<file path="src/hw/rtl/assert_macros.svh">
// Assertion helper macros for the value noise core.
// Self-contained; included by the files that carry concurrent assertions.
`ifndef ASSERT_MACROS_SVH
`define ASSERT_MACROS_SVH

`ifndef NO_ASSERTIONS
// cond holds in a cycle -> prop starts in the same cycle
`define ASSERT_IMPLY(label, clk, rst_n, cond, prop) \
	label: assert property (@(posedge clk) disable iff (!rst_n) (cond) |-> prop) \
		else $error("assertion failed");
// cond holds in a cycle -> prop starts in the next cycle
`define ASSERT_IMPLY_NEXT(label, clk, rst_n, cond, prop) \
	label: assert property (@(posedge clk) disable iff (!rst_n) (cond) |=> prop) \
		else $error("assertion failed");
`else
`define ASSERT_IMPLY(label, clk, rst_n, cond, prop)
`define ASSERT_IMPLY_NEXT(label, clk, rst_n, cond, prop)
`endif

`endif

</file>
<file path="src/hw/rtl/fvn_pkg.sv">
// Shared constants, hash coefficients and the inter-cell bus type of the value noise core.
// No dependencies; used by every RTL file of the block.
package fvn_pkg;

	// number of octave cells in the chain
	localparam int OCTAVE_COUNT = 4;

	// coordinate and scale formats
	localparam int COORD_W = 32;
	localparam int FREQ_W = 24;
	localparam logic [FREQ_W-1:0] FREQ_RESET = 24'd65536;
	localparam int PROD_W = COORD_W + FREQ_W + 1;
	localparam int WRAP_W = 64;
	localparam int CELL_W = 32;
	localparam int FRAC_W = 16;
	localparam int FRAC_LSB = 16;

	// smoothstep and blend formats
	localparam int SMOOTH_W = FRAC_W + 2;
	localparam logic [SMOOTH_W-1:0] SMOOTH_K = 18'd196608;
	localparam int WEIGHT_W = FRAC_W + 1;
	localparam logic [WEIGHT_W-1:0] WEIGHT_ONE = 17'h10000;
	localparam int VALUE_W = 24;
	localparam int BLEND_W = VALUE_W + FRAC_W;

	// lattice hash
	localparam logic [CELL_W-1:0] HASH_MUL_X = 32'd374761393;
	localparam logic [CELL_W-1:0] HASH_MUL_Z = 32'd668265263;
	localparam logic [CELL_W-1:0] HASH_SEED_TERM = 32'(64'd1337 * 64'd982451653);
	localparam logic [CELL_W-1:0] HASH_MIX = 32'd1274126177;
	localparam int CORNER_COUNT = 4;
	localparam int CORNER_00 = 0;
	localparam int CORNER_10 = 1;
	localparam int CORNER_01 = 2;
	localparam int CORNER_11 = 3;

	// accumulation and normalization
	localparam int OUT_W = 16;
	localparam int SUM_W = VALUE_W + OCTAVE_COUNT;
	localparam int ACC_DROP = VALUE_W - OUT_W;
	localparam int Y_W = SUM_W - ACC_DROP;
	localparam int NORM = (1 << OCTAVE_COUNT) - 1;
	localparam int RECIP_SHIFT = Y_W + 1;
	localparam int RECIP_W = RECIP_SHIFT - OCTAVE_COUNT + 2;
	localparam logic [RECIP_W-1:0] RECIP = RECIP_W'((64'd1 << RECIP_SHIFT) / NORM);

	// pipeline depths
	localparam int CELL_LAT = 7;
	localparam int NORM_LAT = 2;
	localparam int TOTAL_LAT = 1 + CELL_LAT * OCTAVE_COUNT + NORM_LAT;

	// bus handed from one octave cell to the next
	typedef struct packed {
		logic              vld;
		logic [WRAP_W-1:0] px;
		logic [WRAP_W-1:0] pz;
		logic [SUM_W-1:0]  acc;
	} cell_bus_t;

endpackage

</file>
<file path="src/hw/rtl/fvn_norm.sv">
// Normalizer: divides the octave sum by the total weight and maps it to signed Q1.15.
// Depends on fvn_pkg; the division uses a constant reciprocal and one correction step.
module fvn_norm (
	input  logic                        clk,
	input  logic                        arst_n,
	input  logic                        in_vld,
	input  logic [fvn_pkg::SUM_W-1:0]   acc,
	output logic                        done,
	output logic [fvn_pkg::OUT_W-1:0]   noise
);

	logic                               vld_s1, vld_s2;
	logic [fvn_pkg::Y_W-1:0]            y_s1;
	logic [fvn_pkg::Y_W+fvn_pkg::RECIP_W-1:0] est_s1;
	logic [fvn_pkg::OUT_W-1:0]          noise_s2;

	logic [fvn_pkg::Y_W-1:0]            y_in;
	logic [fvn_pkg::OUT_W-1:0]          q_est, q_fix;
	logic [fvn_pkg::Y_W-1:0]            q_times_norm, rem;

	// drop the fraction below the output resolution
	assign y_in = acc[fvn_pkg::SUM_W-1:fvn_pkg::ACC_DROP];

	// estimate is exact or one low; fix from the remainder
	always_comb begin
		q_est = est_s1[fvn_pkg::RECIP_SHIFT +: fvn_pkg::OUT_W];
		q_times_norm = {q_est, {fvn_pkg::OCTAVE_COUNT{1'b0}}} - fvn_pkg::Y_W'(q_est);
		rem = y_s1 - q_times_norm;
		q_fix = q_est + fvn_pkg::OUT_W'(rem >= fvn_pkg::Y_W'(fvn_pkg::NORM));
	end

	// advance valid bits
	always_ff @(posedge clk or negedge arst_n) begin
		if (!arst_n) begin
			vld_s1 <= 1'b0;
			vld_s2 <= 1'b0;
		end else begin
			vld_s1 <= in_vld;
			vld_s2 <= vld_s1;
		end
	end

	// reciprocal multiply, then corrected quotient with the sign bit flipped
	always_ff @(posedge clk) begin
		y_s1 <= y_in;
		est_s1 <= {{fvn_pkg::RECIP_W{1'b0}}, y_in} * {{fvn_pkg::Y_W{1'b0}}, fvn_pkg::RECIP};
		noise_s2 <= {~q_fix[fvn_pkg::OUT_W-1], q_fix[fvn_pkg::OUT_W-2:0]};
	end

	assign done = vld_s2;
	assign noise = noise_s2;

endmodule
</file>
<file path="config.mk">
export PLATFORM = sky130hd
export DESIGN_NAME = fvn_norm
export DESIGN_NICKNAME = d
export VERILOG_FILES = /design/src/hw/rtl/assert_macros.svh /design/src/hw/rtl/fvn_pkg.sv /design/src/hw/rtl/fvn_norm.sv
export SDC_FILE = /design/constraint.sdc
export NUM_CORES = 1
export LEC_CHECK = 0
export BUFFER_PORTS_ARGS = -buffer_cell sky130_fd_sc_hd__buf_2
export CAP_MARGIN = 20
export CORE_ASPECT_RATIO = 0.6
export CORE_MARGIN = 2
export CORE_UTILIZATION = 48
export CTS_CLUSTER_SIZE = 24
export DETAILED_ROUTE_END_ITERATION = 7
export GPL_ROUTABILITY_DRIVEN = 0
export PLACE_DENSITY_LB_ADDON = 0.12
export SETUP_SLACK_MARGIN = 0.15
export SLEW_MARGIN = 20
export SYNTH_ARGS = -nofsm -noshare
export SYNTH_HDL_FRONTEND = slang
export SYNTH_SLANG_ARGS = --single-unit
</file>
<file path="constraint.sdc">
create_clock -name clk -period 5.4 [get_ports clk]
set_clock_uncertainty 0.2 [all_clocks]
set_input_delay 0.81 -clock clk [delete_from_list [all_inputs] [get_ports clk]]
set_output_delay 0.81 -clock clk [all_outputs]
set_load 0.03 [all_outputs]
</file>
---- Yosys cells after proc, flatten, opt, wreduce, memory -nomap -nowiden ----
Cells that the tools add are included.
storage, ports and cells
  register bits after elaboration ......... 74
  bits in latches ......................... 0
  bits in writable memories ............... 0
  memory bits (read-only) ................. 0
  input bits .............................. 31
  output and inout port bits .............. 17
  memories ................................ 0
cells by class
  add/sub/neg operators ................... 3
  $mul .................................... 1
  divide/modulo/power cells ............... 0
  order comparisons ....................... 1
  equal/unequal tests ..................... 0
  shift operators ......................... 0
  mux-type cells .......................... 0
  bitwise operators ....................... 1
  reduce and logical (&&, ||, !) cells .... 0
operator list
  cell                                                                                  count
  20-bit by 17-bit multiplier with 36-bit output, second input constant                 1
  20-bit by 4-bit greater-or-equal comparator with 1-bit output, second input constant  1
  20-bit by 16-bit subtractor with 20-bit output                                        1
  20-bit subtractor                                                                     1
  16-bit by 1-bit adder with 16-bit output                                              1
  1-bit inverter                                                                        1

---- Logic depth before layout (Yosys ltp) ----
  depth in word-level cells ............... 5
  mapped depth ............................ 20

---- Worst setup path before layout ----
No wires, ideal clock.
  kind .................................... input to register
  start point ............................. input port acc[10] in the netlist's numbering
  end point ............................... register est_s1[36] in the netlist's numbering
  setup time .............................. 121 ps
  data arrival time ....................... 4741 ps
  required time ........................... 5079 ps
  setup slack ............................. 339 ps
  stages on the path ...................... 16
  path buffers ............................ 0
  path through ............................ ha_1 fa_1 fa_1 inv_1 fa_1 inv_1 ha_1 ha_1 and4_1 a211o_1 o22ai_2 o311ai_4 a31oi_4 a2bb2oi_1 o221a_2 xnor2_1
on the way
  longest elaborated chain between the ends .. 1
ends and longest elaborated chain
  what                                            line            source
  from (decl)                                     fvn_norm.sv:7   input logic [fvn_pkg::SUM_W-1:0] acc,
  20-bit by 17-bit multiplier with 36-bit output  fvn_norm.sv:46  est_s1 <= {{fvn_pkg::RECIP_W{1'b0}}, y_in} * {{fvn_pkg::Y_W{1'b0}}, fvn_pkg::RECIP};
  to (signal assigned)                            fvn_norm.sv:46
  to (decl)                                       fvn_norm.sv:14  logic [fvn_pkg::Y_W+fvn_pkg::RECIP_W-1:0] est_s1;
No other way between the ends.

---- Worst setup path in the final report ----
  start point ............................. input port acc[10] in the netlist's numbering
  end point ............................... register est_s1[33] in the netlist's numbering
The elaborated chain is that of the path after synthesis.

==> reports/metrics.cfg <==
[critical_path]
start_kind = primary input
r2r_cells = 18
crit_path_top_delay_cell = fa_1
regToRegEndpoint = noise[15]$_DFF_P_
rr_startpoint = est_s1[25]$_DFF_P_
r2r_slack_ns = 0.48
crit_type = primary input to flop
crit_required_ns = 5.43
path_max_fanout = 4
max_stage_delay_ns = 0.55
cp_data_arrival_time_ns = 5.11
path_cells = buf_2, ha_1, fa_1, fa_1, inv_1, fa_1, inv_1, ha_1, ha_1, and4_1, a211o_1, o22ai_4, o311ai_4, a31oi_4, buf_4, o21ai_1, a21oi_1, xnor2_1
end_kind = flop

[die]
io_pins = 48
fp.dieArea_um2 = 12700
num_rows = 30
fp.coreArea_um2 = 11400
die_h_um = 88.1
start_util_pct = 49.6
die_x_um = 144

[finish]
final_nets = 868
final_common_cell = inv_1
n_antenna_cell = 0
final_area_um2 = 6320
fin_cells = 831
final_cell_mix = 135 x inv_1, 131 x ha_1, 52 x dfxtp_1, 39 x buf_2, 36 x a21oi_1
final_util_pct = 55.4
drive_above_1_share_pct = 11.8
areaGrowthSynthToFinish_pct = 11.6

[timing]
slew_headroom_pct = 60.8
worst_pin_slew_ns = 0.588
clock.fmax_ghz = 0.197
hold_violations = 0
setup_violations = 0
maxSlewViolCount = 0
min_period_ns = 5.07
rsz0062_at_grt = no
period_share_pct = 94.0
fin_setup_tns_ns = 0

[global_routing]
grt_pass1_vias = 4412
antenna_found_initial = 0
track_usage_pct = 21.7
grt_overflow = 0
grt_pass1_wl_mm = 21.2
grt_max_degree = 20

[routing]
drc = 0
ant_nets = 0
vias = 4324
dr.pass1.iters = 4
routed_wl_mm = 12.7
routedWlPerCell_um = 15.2
via_per_inst = 5.20
drt_iter0_drc = 175

[hold_path]
min_path_type = primary input to asynchronous set/reset pin

[clock_tree]
cts_tree = built
h-tree-depth = 2
clock_latency_ns = 0.30
cts_max_path_buffers = 2
numCtsBuffers = 5
clock_sinks = 54
cts_root_buffer = clkbuf_16
clk_pin_slew_ns = 0.07

[yosys]
syn_nets = 812
synth_edf_count = 0
seq_area_frac_synth_pct = 19.3
synth-seq-cells = 54
synth_flop_cell = dfxtp_1
postSynthAreaPerCell_um2 = 9.23
yosysUniqueCellTypes = 60
syn-cell-area_um2 = 5660
synth_cells = 614
async_reset_ff_share_pct = 3.70
yosys_warnings = 0

[place]
port_buffers = 39
hpwl_mm = 10.7
placed_cell_area_um2 = 6100
dp.cells = 820

[job]
drv_cap = 0

[outcome]
status = finished, final reports clean

==> flip-flops by register name, summed over array words and instances (netlist names) <==
| signal | count |
|---|---|
| y_s1 | 20 |
| noise | 16 |
| est_s1 | 16 |
| done | 1 |
| vld_s1 | 1 |
==> cell families after synthesis <==
kind of cell	Yosys count	share of synthesized area (%)
AO/OA/AOI/OAI	106	13.1
XOR/XNOR	45	6.96
adder cells (fa/ha/maj)	167	41.5
buffers and inverters	140	9.74
flip-flops	54	19.3
multiplexers	4	0.707
AND/OR/NAND/NOR	98	8.75
==> layer usage <==
metal / vias up / share of wire (%) / track usage (%)
met4: 0 / 0.63 / 2.91
li1: 2170 / - / -
met2: 97 / 41 / 34.0
met5: - / 0 / 0
met3: 9 / 4.5 / 3.61
met1: 2048 / 54 / 32.5
==> worst max path at each step <==
stage             from                 end  slack [ns]  cells past startpoint
2_1_floorplan  acc[10]  est_s1[36]$_DFF_P_        0.34                     16
3_3_place_gp   acc[10]  est_s1[36]$_DFF_P_       -0.05                     17
3_5_place_dp   acc[10]  est_s1[36]$_DFF_P_       -0.07                     17
4_1_cts        acc[10]  est_s1[36]$_DFF_P_        0.23                     17
5_1_grt        acc[10]  est_s1[33]$_DFF_P_        0.15                     18
6_report       acc[10]  est_s1[33]$_DFF_P_        0.33                     18
==> metrics by stage <==
stage                     worst slack, ns  hold WS (ns)
after floorplan                     0.339         0.131
after global placement            -0.0546         0.142
after detailed placement          -0.0745         0.136
after CTS                           0.228        0.0707
after global routing                0.150        0.0735
final                               0.327        0.0756
==> cell type report <==
cell class,count,area (um2)
clock inverters,3,28.8
fillers,1097,5090
inverters,135,507
multi-input cells,420,4060
well taps,160,200
repair buffers,54,308
flip-flops and latches,54,1090
clock buffers,5,125
==> repair_timing <==
| action | in CTS | in global routing |
|---|---|---|
| buffers inserted | 0 | 3 |
| pin swaps | 0 | 4 |
| hold buffers | 0 | 0 |
| endpoints found under the setup margin | 4 | 9 |
| gates resized for setup | 1 | 8 |
==> cell usage after synthesis (all sizes together), types with 5 or more instances <==
master / count / area (um2)
nor4: 5 / 37.5
nand4: 7 / 43.8
xor2: 11 / 96.3
nand2: 30 / 113
inv: 135 / 507
fa: 35 / 701
a21o: 11 / 83.8
o21ai: 17 / 88.8
ha: 132 / 1650
o21bai: 5 / 37.5
nor3: 5 / 25.0
dfxtp: 52 / 1040
nor2b: 5 / 31.3
xnor2: 34 / 298
a21oi: 37 / 189
nor2: 17 / 63.8
nand3: 14 / 70.1
==> critical path, delay by kind of cell <==
kind,cells,cell delay (ns)
adder cells (fa/ha/maj),6,2.51
AO/OA/AOI/OAI,6,1.09
AND/OR/NAND/NOR,1,0.19
XOR/XNOR,1,0.13
buffers and inverters,4,0.37
Power is not shown: default switching activity piles up to over one toggle a cycle in this logic, so the estimate is an artifact.
